## config.mk

```make
export PLATFORM = sky130hd
export DESIGN_NAME = ansi_color_escape_text_parser
export DESIGN_NICKNAME = d
export VERILOG_FILES = /design/src/rtl/acetp_pkg.sv /design/src/rtl/ansi_color_escape_text_parser.sv
export SDC_FILE = /design/constraint.sdc
export NUM_CORES = 1
export LEC_CHECK = 0
export ABC_AREA = 1
export BUFFER_PORTS_ARGS = -buffer_cell sky130_fd_sc_hd__buf_2
export CAP_MARGIN = 0
export CORE_MARGIN = 2
export CORE_UTILIZATION = 45
export DETAILED_ROUTE_END_ITERATION = 8
export GPL_ROUTABILITY_DRIVEN = 0
export MAX_ROUTING_LAYER = met4
export PLACE_DENSITY = 0.66
export SETUP_SLACK_MARGIN = 0.02
export SKIP_LAST_GASP = 1
export SLEW_MARGIN = 20
export SYNTH_ARGS = -nofsm -noshare
export SYNTH_HDL_FRONTEND = slang
export SYNTH_SLANG_ARGS = --single-unit
export TNS_END_PERCENT = 20
```

## constraint.sdc

```tcl
create_clock -name clk -period 2.5 [get_ports clk]
set_input_delay 0 -clock clk [delete_from_list [all_inputs] [get_ports clk]]
set_output_delay 0 -clock clk [all_outputs]
set_load 0.03 [all_outputs]
```

## src/rtl/acetp_pkg.sv

```systemverilog
// ----------------------------------------------------------------------------
// acetp_pkg: shared types and constants of the colour escape parser
// Parse phase encoding, action codes and the character codes that the
// parser recognises.
// ----------------------------------------------------------------------------
package acetp_pkg;

    // Parse phases, one-hot.
    typedef enum logic [7:0] {
        PH_IDLE   = 8'b0000_0001,
        PH_ESC    = 8'b0000_0010,
        PH_BRACK  = 8'b0000_0100,
        PH_ENDCLR = 8'b0000_1000,
        PH_ONE    = 8'b0001_0000,
        PH_SEMI   = 8'b0010_0000,
        PH_DIGIT  = 8'b0100_0000,
        PH_ENDCOL = 8'b1000_0000
    } phase_t;

    // Action codes of a result beat.
    localparam logic [1:0] ACT_NONE  = 2'd0;
    localparam logic [1:0] ACT_PRINT = 2'd1;
    localparam logic [1:0] ACT_BS    = 2'd2;
    localparam logic [1:0] ACT_NL    = 2'd3;

    // Character codes.
    localparam logic [7:0] CH_BS    = 8'h08;
    localparam logic [7:0] CH_NL    = 8'h0A;
    localparam logic [7:0] CH_ESC   = 8'h1B;
    localparam logic [7:0] CH_BRACK = 8'h5B;
    localparam logic [7:0] CH_ZERO  = 8'h30;
    localparam logic [7:0] CH_ONE   = 8'h31;
    localparam logic [7:0] CH_THREE = 8'h33;
    localparam logic [7:0] CH_FOUR  = 8'h34;
    localparam logic [7:0] CH_SEMI  = 8'h3B;

    // Upper five bits shared by the digits '0' to '7'.
    localparam logic [4:0] DIGIT_HI = 5'b00110;

endpackage

```

## src/rtl/ansi_color_escape_text_parser.sv

```systemverilog
// ----------------------------------------------------------------------------
// ansi_color_escape_text_parser: colour escape parser for a text console
// Turns a stream of character bytes into console actions and coloured cells.
// ----------------------------------------------------------------------------
// Usage
//   Input beats arrive on the s_ group, one character byte per beat in
//   s_tdata[7:0]. Every input beat produces exactly one result beat on the
//   m_ group: an action code (none, print cell, backspace, new line) in
//   m_tuser and a 16-bit cell word in m_tdata; for a printed cell it holds
//   the colour attribute above the character byte, else it is zero.
//   Escape sequences ESC [ 0 x, ESC [ 1 ; 3 d x and ESC [ 1 ; 4 d x update
//   the attribute and give action none for each of their bytes.
//   The result of a byte accepted at one edge is registered and presented
//   on m_tdata and m_tuser right after that edge. The parser takes one
//   byte per cycle while the result register can take a beat; the parse
//   state updates in the same cycle as the byte is taken.
//   The result register parts the two sides: a new byte is taken whenever
//   the result register is empty or is being emptied in the same cycle, so
//   a receiver that holds m_tready low stalls the input after one beat.
//   Reset returns the parser to idle, clears the attribute and the
//   background flag, and empties the result register.
// ----------------------------------------------------------------------------
module ansi_color_escape_text_parser
    import acetp_pkg::*;
(
    input  logic        clk,
    input  logic        rst_n,
    input  logic        s_tvalid,
    output logic        s_tready,
    input  logic [7:0]  s_tdata,   // [7:0] char_byte
    output logic        m_tvalid,
    input  logic        m_tready,
    output logic [15:0] m_tdata,   // [15:0] cell_word
    output logic [1:0]  m_tuser    // [1:0] action
);

    phase_t      phase_reg;
    phase_t      phase_next;
    logic        bg_reg;
    logic        bg_next;
    logic [7:0]  attr_reg;
    logic [7:0]  attr_next;
    logic [1:0]  act_next;
    logic [15:0] cell_next;

    logic        out_valid_reg;
    logic [1:0]  out_act_reg;
    logic [15:0] out_cell_reg;

    logic        s_fire;
    logic        is_digit;
    logic [2:0]  digit;

    // The result register can take a beat when it is empty or being drained.
    assign s_tready = !out_valid_reg || m_tready;
    assign s_fire   = s_tvalid && s_tready;

    assign is_digit = (s_tdata[7:3] == DIGIT_HI);
    assign digit    = s_tdata[2:0];

    // Next parse state and result of the byte on s_tdata.
    always_comb
    begin
        phase_next = PH_IDLE;
        bg_next    = bg_reg;
        attr_next  = attr_reg;
        act_next   = ACT_NONE;
        cell_next  = 16'h0000;
        unique case (phase_reg)
            PH_IDLE:
            begin
                phase_next = PH_IDLE;
                if (s_tdata == CH_BS)
                begin
                    act_next = ACT_BS;
                end
                else if (s_tdata == CH_NL)
                begin
                    act_next = ACT_NL;
                end
                else if (s_tdata == CH_ESC)
                begin
                    phase_next = PH_ESC;
                    bg_next    = 1'b0;
                end
                else
                begin
                    act_next  = ACT_PRINT;
                    cell_next = {attr_reg, s_tdata};
                end
            end
            PH_ESC:
            begin
                if (s_tdata == CH_BRACK)
                begin
                    phase_next = PH_BRACK;
                end
            end
            PH_BRACK:
            begin
                if (s_tdata == CH_ONE)
                begin
                    phase_next = PH_ONE;
                end
                else if (s_tdata == CH_ZERO)
                begin
                    attr_next  = 8'h00;
                    phase_next = PH_ENDCLR;
                end
            end
            PH_ONE:
            begin
                if (s_tdata == CH_SEMI)
                begin
                    phase_next = PH_SEMI;
                end
            end
            PH_SEMI:
            begin
                if (s_tdata == CH_THREE)
                begin
                    bg_next    = 1'b0;
                    phase_next = PH_DIGIT;
                end
                else if (s_tdata == CH_FOUR)
                begin
                    bg_next    = 1'b1;
                    phase_next = PH_DIGIT;
                end
            end
            PH_DIGIT:
            begin
                if (is_digit)
                begin
                    // Background sets the high nibble, foreground the low one.
                    if (bg_reg)
                    begin
                        attr_next = {1'b1, digit, attr_reg[3:0]};
                    end
                    else
                    begin
                        attr_next = {attr_reg[7:4], 1'b1, digit};
                    end
                    phase_next = PH_ENDCOL;
                end
            end
            PH_ENDCLR, PH_ENDCOL:
            begin
                // The final byte of a sequence is swallowed unchecked.
                phase_next = PH_IDLE;
            end
            default:
            begin
                phase_next = PH_IDLE;
            end
        endcase
    end

    // Parse state advances once per accepted beat.
    always_ff @(posedge clk or negedge rst_n)
    begin
        if (!rst_n)
        begin
            phase_reg <= PH_IDLE;
            bg_reg    <= 1'b0;
            attr_reg  <= 8'h00;
        end
        else if (s_fire)
        begin
            phase_reg <= phase_next;
            bg_reg    <= bg_next;
            attr_reg  <= attr_next;
        end
    end

    // Result register.
    always_ff @(posedge clk or negedge rst_n)
    begin
        if (!rst_n)
        begin
            out_valid_reg <= 1'b0;
        end
        else if (s_fire)
        begin
            out_valid_reg <= 1'b1;
        end
        else if (m_tready)
        begin
            out_valid_reg <= 1'b0;
        end
    end

    always_ff @(posedge clk)
    begin
        if (s_fire)
        begin
            out_act_reg  <= act_next;
            out_cell_reg <= cell_next;
        end
    end

    assign m_tvalid = out_valid_reg;
    assign m_tdata  = out_cell_reg;
    assign m_tuser  = out_act_reg;

    // ------------------------------------------------------------------------
    // Assertions
    // ------------------------------------------------------------------------

    // Bytes taken inside a sequence never give an action.
    a_seq_silent: assert property (@(posedge clk) disable iff (!rst_n)
        (s_fire && phase_reg != PH_IDLE) |=> (out_act_reg == ACT_NONE))
        else $error("byte inside an escape sequence produced an action");

    // The cell word is zero unless a cell is printed.
    a_cell_zero: assert property (@(posedge clk) disable iff (!rst_n)
        (out_valid_reg && out_act_reg != ACT_PRINT) |-> (out_cell_reg == 16'h0000))
        else $error("cell word not zero for a non-print action");

    // The attribute only moves when a beat is taken.
    a_attr_hold: assert property (@(posedge clk) disable iff (!rst_n)
        !s_fire |=> $stable(attr_reg))
        else $error("attribute changed without an input beat");

    // A printed cell carries the attribute held when its byte was taken.
    a_cell_attr: assert property (@(posedge clk) disable iff (!rst_n)
        (s_fire && phase_reg == PH_IDLE && act_next == ACT_PRINT)
        |=> (out_cell_reg[15:8] == $past(attr_reg)))
        else $error("printed cell carries the wrong attribute");

endmodule
```

==> impl_metrics.tcl, run 1 <==
set metrics [dict create \
    p_leak_uw 0.00106 \
    fmax_ghz 0.620 \
    grt_overflow 0 \
    slowest_delay_ps 570 \
    slew_viol_final 0 \
    reg2reg_from "phase_reg[0]" \
    die_y_um 71.1 \
    tightest_slew_ps 433 \
    yosysWarnings 0 \
    hold_viol 0 \
    rows 24 \
    initial_utilization_pct 46.5 \
    area_growth_pct 17.0 \
    antenna_cells 0 \
    layout.nets 273 \
    startpoint "phase_reg[0]" \
    netlist_area_mm2 0.00203 \
    power.density_mw_per_mm2 662 \
    cts.sinks 36 \
    fin_crit_sh_pct 64.5 \
    setup_viol 0 \
    final_cells 314 \
    clock_skew_ps 5.80 \
    grtUsageTotal_pct 16.5 \
    largest_reg_flops 16 \
    synth_cell_types 26 \
    route.detailed.drc 0 \
    end_kind "register" \
    wl_per_cell_um 11.3 \
    cts.root.buffer_cell "clkbuf_8" \
    die_x_um 71.1 \
    io_buffers 31 \
    relSlewSlack_pct 71.2 \
    cts_buffers 5 \
    clockBufferDepth 2 \
    io_pins 32 \
    rsz0062_at_grt "no" \
    drive_gt1_share_pct 34.4 \
    core_mm2 0.00435 \
    slowest_stage "dfstp_2" \
    layout_commonest_cell "nand2_1" \
    synth.yosys.seq_area_share_pct 49.0 \
    avgViaCountPerCell 4.65 \
    syn_inst 221 \
    drv_cap 0 \
    htreeDepth 2 \
    postCtsSetupBuffers 0 \
    drtAntennaViolNets 0 \
    drt-total-wl_um 3560 \
    grt_pass1_wl_um 6240 \
    dp.cells 303 \
    start_kind "register" \
    antenna_found_initial 0 \
    critPathMostFrequentCell "nor2_1" \
    vias 1461 \
    clk_latency_ps 290 \
    crit_required_ps 2640 \
    status "completed" \
    cts_tree "yes" \
    ys_seq_elements 36 \
    clk_pin_slew_ps 80 \
    dpl.hpwl_um 2710 \
    crit_type "reg -> reg" \
    min-delay-start "s_tdata[0]" \
    drt-pass1-iter-count 4 \
    grt_max_degree 24 \
    hold_class "in -> reg" \
    dieArea_mm2 0.00505 \
    min_period_ps 1610 \
    path_cells "inv_1 > nor2_1 > nand2_1 > nor2_4 > nand3_4 > nor2_1" \
    tns_ps 0 \
    synthesis.nets 233 \
    postSynthAreaPerCell_um2 9.17 \
    drt_iter0_drc 104 \
    path_max_fanout 15 \
    crit_arrival_ps 1750 \
    ir_drop_mv 0.288 \
    mostFrequentLayoutCells "59 x nand2_1, 31 x buf_2, 29 x nor2_1, 23 x inv_1, 19 x nor2_4" \
    nFillCells 403 \
    grt_pass1_vias 1386 \
]
## timing repair
| action | CTS | global route |
|---|---|---|
| setup endpoints to repair | 0 | 0 |
| hold endpoints to repair | 20 | 0 |
| hold buffers | 3 | 0 |
| gates resized for setup | 0 | 0 |
## logic make-up (layout without fill, tap and decap cells)
group           after synthesis  after routing  synth area share (%)
flops                        36             36                  49.0
compound gates               16             16                  4.94
simple gates                135            135                  38.8
buf+inv                      34             75                  7.29
## per-layer routing
| layer | vias to the layer above | global-route usage [%] | routed length, µm |
|---|---|---|---|
| li1 | 774 | - | - |
| met1 | 654 | 22.3 | 1690 |
| met2 | 29 | 24.0 | 1620 |
| met3 | 4 | 4.27 | 188 |
| met4 | 0 | 6.50 | 51 |
| met5 | - | - | 0 |
## Yosys cell counts
cell | instances | area share (%)
nand2_1 | 59 | 11
nor2_1 | 29 | 5.4
inv_1 | 23 | 4.3
nor2_4 | 19 | 11
edfxtp_1 | 18 | 27
dfrtp_1 | 17 | 21
inv_2 | 8 | 1.5
nand3_1 | 8 | 2.0
nand2_4 | 5 | 2.8
o21ai_1 | 5 | 1.2
o22ai_1 | 5 | 1.5
nor2_2 | 4 | 1.2
nand2_2 | 3 | 0.93
nand3_2 | 3 | 1.5
nand3_4 | 2 | 1.7
o21ai_0 | 2 | 0.49
o21ai_2 | 2 | 0.86
a221oi_1 | 1 | 0.43
buf_12 | 1 | 0.99
buf_2 | 1 | 0.25
dfstp_2 | 1 | 1.3
inv_4 | 1 | 0.31
nand4_1 | 1 | 0.31
nor2_8 | 1 | 0.99
nor3_2 | 1 | 0.49
o31ai_1 | 1 | 0.37
## path summary, 6_finish.rpt
kind | endpoint | slack, ps | cells past startpoint
setup / recovery | m_tdata[10] | 890 | 6
hold / removal | attr_reg[0] | 9 | 3
setup reg to reg | m_tdata[10] | 890 | 6
hold reg to reg | attr_reg[1] | 490 | 2
max in group asynchronous | phase_reg[0] | 1990 | 2
min in group asynchronous | m_tvalid | 190 | 2
## report_power, final
group / internal [µW] / switching (µW)
Sequential: 684 / 16.9
Combinational: 102 / 258
Clock: 295 / 213
Total: 1080 / 488
## critical path, delay by kind of cell, from the launching register on
family,cells,cell delay [ps]
flip-flops,1,570
AND/OR/NAND/NOR,5,820
buffers and inverters,1,50
## layout make-up
cell class,count,area (µm²),area share (%)
tap,52,65.1,2.75
multi-input combinational,151,886,37.4
sequential,36,992,41.9
inverter,32,123,5.17
clock buffer,5,68.8,2.90
clock inverter,3,42.5,1.80
timing repair buffer,35,193,8.13
## stage by stage
stage / power, µW / utilization, % / cell area, µm² / setup slack, ps / hold slack (ps)
2_1_floorplan: 1020 / - / 2030 / 694 / -296
3_3_place_gp: 1070 / 51.2 / 2230 / 942 / -39.6
3_5_place_dp: 1080 / 51.2 / 2230 / 884 / -36.8
4_1_cts: 1590 / 54.4 / 2370 / 864 / 2.78
5_1_grt: 1650 / 54.4 / 2370 / 723 / 12.7
6_report: 1570 / 54.4 / 2370 / 887 / 9.47
(Power assumes the default switching activity.)
==> inputs of run 2 (changes only) <==
--- a/config.mk
+++ b/config.mk
@@ -5,7 +5,7 @@
 export SDC_FILE = /design/constraint.sdc
 export NUM_CORES = 1
 export LEC_CHECK = 0
-export ABC_AREA = 1
+export ABC_AREA = 0
 export BUFFER_PORTS_ARGS = -buffer_cell sky130_fd_sc_hd__buf_2
 export CAP_MARGIN = 0
 export CORE_MARGIN = 2
==> constraint.sdc (replaced) <==
create_clock -name clk -period 1.54 [get_ports clk]
set_input_delay 0 -clock clk [delete_from_list [all_inputs] [get_ports clk]]
set_output_delay 0 -clock clk [all_outputs]
set_load 0.03 [all_outputs]
==> run 2 against run 1 <==
  * The flow now finishes with violations (negative setup slack)
  * Utilization up 9.5 points
  * Worst hold slack better by 25 ps
  * Die area down 9.5%
  * Worst setup slack worse by 1100 ps
  * Register-to-register slack worse by 1100 ps
  * Critical path depth up 1
  * Sequential cell count unchanged
==> impl_metrics.tcl, run 2 <==
set metrics [dict create \
    cts_tree "yes" \
    yosysWarnings 0 \
    cts.sinks 36 \
    path_max_fanout 4 \
    drt-pass1-iter-count 4 \
    crit_type "reg -> reg" \
    fmax_ghz 0.576 \
    die_y_um 67.6 \
    drtAntennaViolNets 0 \
    cell_internal_pwr_uw 1800 \
    cts.root.buffer_cell "clkbuf_8" \
    layout.nets 229 \
    critPathMostFrequentCell "buf_4" \
    synth.yosys.seq_area_share_pct 54.5 \
    rsz0062_at_grt "yes" \
    netlist_area_mm2 0.00182 \
    async_flop_share_pct 50.0 \
    end_kind "register" \
    syn_inst 149 \
    combPwrFrac_pct 20.6 \
    setup_viol 29 \
    path_cells "buf_4 > nor4_4 > buf_4 > nand4_1 > nor3_2 > buf_4 > a22o_1" \
    drive_gt1_share_pct 48.6 \
    slew_viol_final 0 \
    cts_buffers 5 \
    ys.flop_type "edfxtp_1" \
    slowest_delay_ps 400 \
    crit_required_ps 1770 \
    synth_top_area_share_pct 29.7 \
    yosys-top-cells-area "edfxtp_1 30%, dfrtp_1 23%, a22o_1 4.8%" \
    ir_drop_mv 0.462 \
    antenna_cells 0 \
    tightest_slew_ps 557 \
    timing.hold.ws_ps 34.1 \
    relSlewSlack_pct 62.5 \
    io_pins 32 \
    ys_seq_elements 36 \
    mostFrequentLayoutCells "31 x buf_2, 31 x buf_4, 18 x edfxtp_1, 14 x dfrtp_1, 12 x and2_1" \
    antenna_found_initial 0 \
    die_x_um 67.6 \
    fin_crit_sh_pct 113 \
    p_clk_share_pct 34.9 \
    final_cells 268 \
    vias 1557 \
    drv_cap 0 \
    route.detailed.drc 0 \
    grt_pass1_wl_um 7690 \
    io_buffers 31 \
    power.density_mw_per_mm2 971 \
    yosysMostFrequentCell "edfxtp_1" \
    synth_cell_types 55 \
    grt_overflow 0 \
    postSynthAreaPerCell_um2 12.2 \
    clock_skew_ps 9.14 \
    violations "negative setup slack" \
    synth-edff-count 18 \
    largest_reg_flops 16 \
    synth_top_area_cell "edfxtp_1" \
    dieArea_mm2 0.00457 \
    p_switching_uw 650 \
    clk_latency_ps 290 \
    cp_top_family "simple AND/OR/NAND/NOR gates" \
    clockBufferDepth 2 \
    hold_viol 0 \
    area_growth_pct 38.3 \
    drt-total-wl_um 4790 \
    synth_commonest_cells "18 x edfxtp_1, 17 x dfrtp_1, 12 x and2_1" \
    status "complete, but fails checks" \
    p_sw_share_pct 26.5 \
    avgViaCountPerCell 5.81 \
    crit_arrival_ps 1960 \
    grt_pass1_vias 1624 \
    clk_pin_slew_ps 70 \
    min_period_ps 1740 \
    dp.cells 249 \
    rows 23 \
    p_leak_uw 0.00111 \
    start_kind "register" \
    initial_utilization_pct 46.2 \
    grtUsageTotal_pct 23.9 \
    cp_num_buf_inv 3 \
    drt_iter0_drc 120 \
    power_frac_seq_pct 44.4 \
    setup_ws_ps -196 \
    htreeDepth 2 \
    slowest_stage "dfrtp_1" \
    dpl.hpwl_um 3110 \
    core_mm2 0.00394 \
    grt_max_degree 19 \
    synthesis.nets 161 \
    hold_class "in -> reg" \
    wl_per_cell_um 17.9 \
]
run 2: cell types whose count changed after synthesis, sizes merged, moves of 3 or more:
cell / previous run / this run
nor3: 1 / 4
nand2b: 0 / 3
and3: 0 / 5
and2: 0 / 13
a22o: 0 / 10
clkbuf: 0 / 4
nor4: 0 / 3
nor2: 53 / 8
inv: 32 / 3
nand3: 13 / 3
or4b: 0 / 3
nand2: 67 / 10
o22ai: 5 / 1
o21ai: 9 / 4
run 2: metal layers:
metal,vias to the layer above,global-route usage [%],share of wire [%]
li1,717,-,-
met2,65,40.0,52
met1,756,26.2,40
met4,0,13.5,3.6
met5,-,-,0
met3,19,5.17,5.2
run 2: logic make-up after synthesis:
logic type	share of synthesized area, %
AO/OA/AOI/OAI	16.6
XOR/XNOR	0.962
buffers and inverters	3.57
flip-flops	54.5
AND/OR/NAND/NOR	24.5
run 2: area by class of cell:
cell class              count  area, µm²
well taps                  50       62.6
fillers                   310       1420
flip-flops and latches     36        996
inverters                   3       15.0
clock inverters             2       33.8
repair buffers             66        429
multi-input cells         105        901
clock buffers               6       82.6
run 2: metrics by stage:
step / instance area (µm²) / worst slack, ps / TNS [ps] / utilization (%) / total power [µW]
global route: 2520 / -305 / -6020 / 63.9 / 2540
floorplan: 1850 / -100 / -1350 / - / 1400
finish: 2520 / -196 / -3770 / 63.9 / 2450
detailed placement: 2200 / -192 / -2400 / 55.7 / 1550
global placement: 2200 / -123 / -1540 / 55.7 / 1540
CTS: 2450 / -141 / -2920 / 62.2 / 2440
run 2: final timing paths:
path | from | to | slack (ps) | depth (start not counted)
max | phase_reg[7] | attr_reg[4] | -200 | 7
min | s_tdata[2] | attr_reg[6] | 30 | 2
max reg2reg | phase_reg[7] | attr_reg[4] | -200 | 7
min reg2reg | attr_reg[2] | attr_reg[2] | 490 | 1
max in group asynchronous | rst_n | phase_reg[4] | 1010 | 2
min in group asynchronous | rst_n | phase_reg[2] | 180 | 2
run 2: power by group through the flow:
stage	Combinational (µW)	Sequential [µW]	Clock [µW]
after global routing	547	1090	896
after floorplan	209	1190	0
after global placement	436	1110	0
after detailed placement	444	1110	0
final	505	1090	855
after CTS	482	1090	871
run 2: repair_timing:
item                                   in CTS  in global routing
gates cloned                                1                  0
pin swaps                                  12                  8
setup buffers                               5                  2
setup endpoints to repair                  27                 32
endpoints found under the hold margin      19                  0
hold buffers                                3                  0
resized for setup                          12                 10
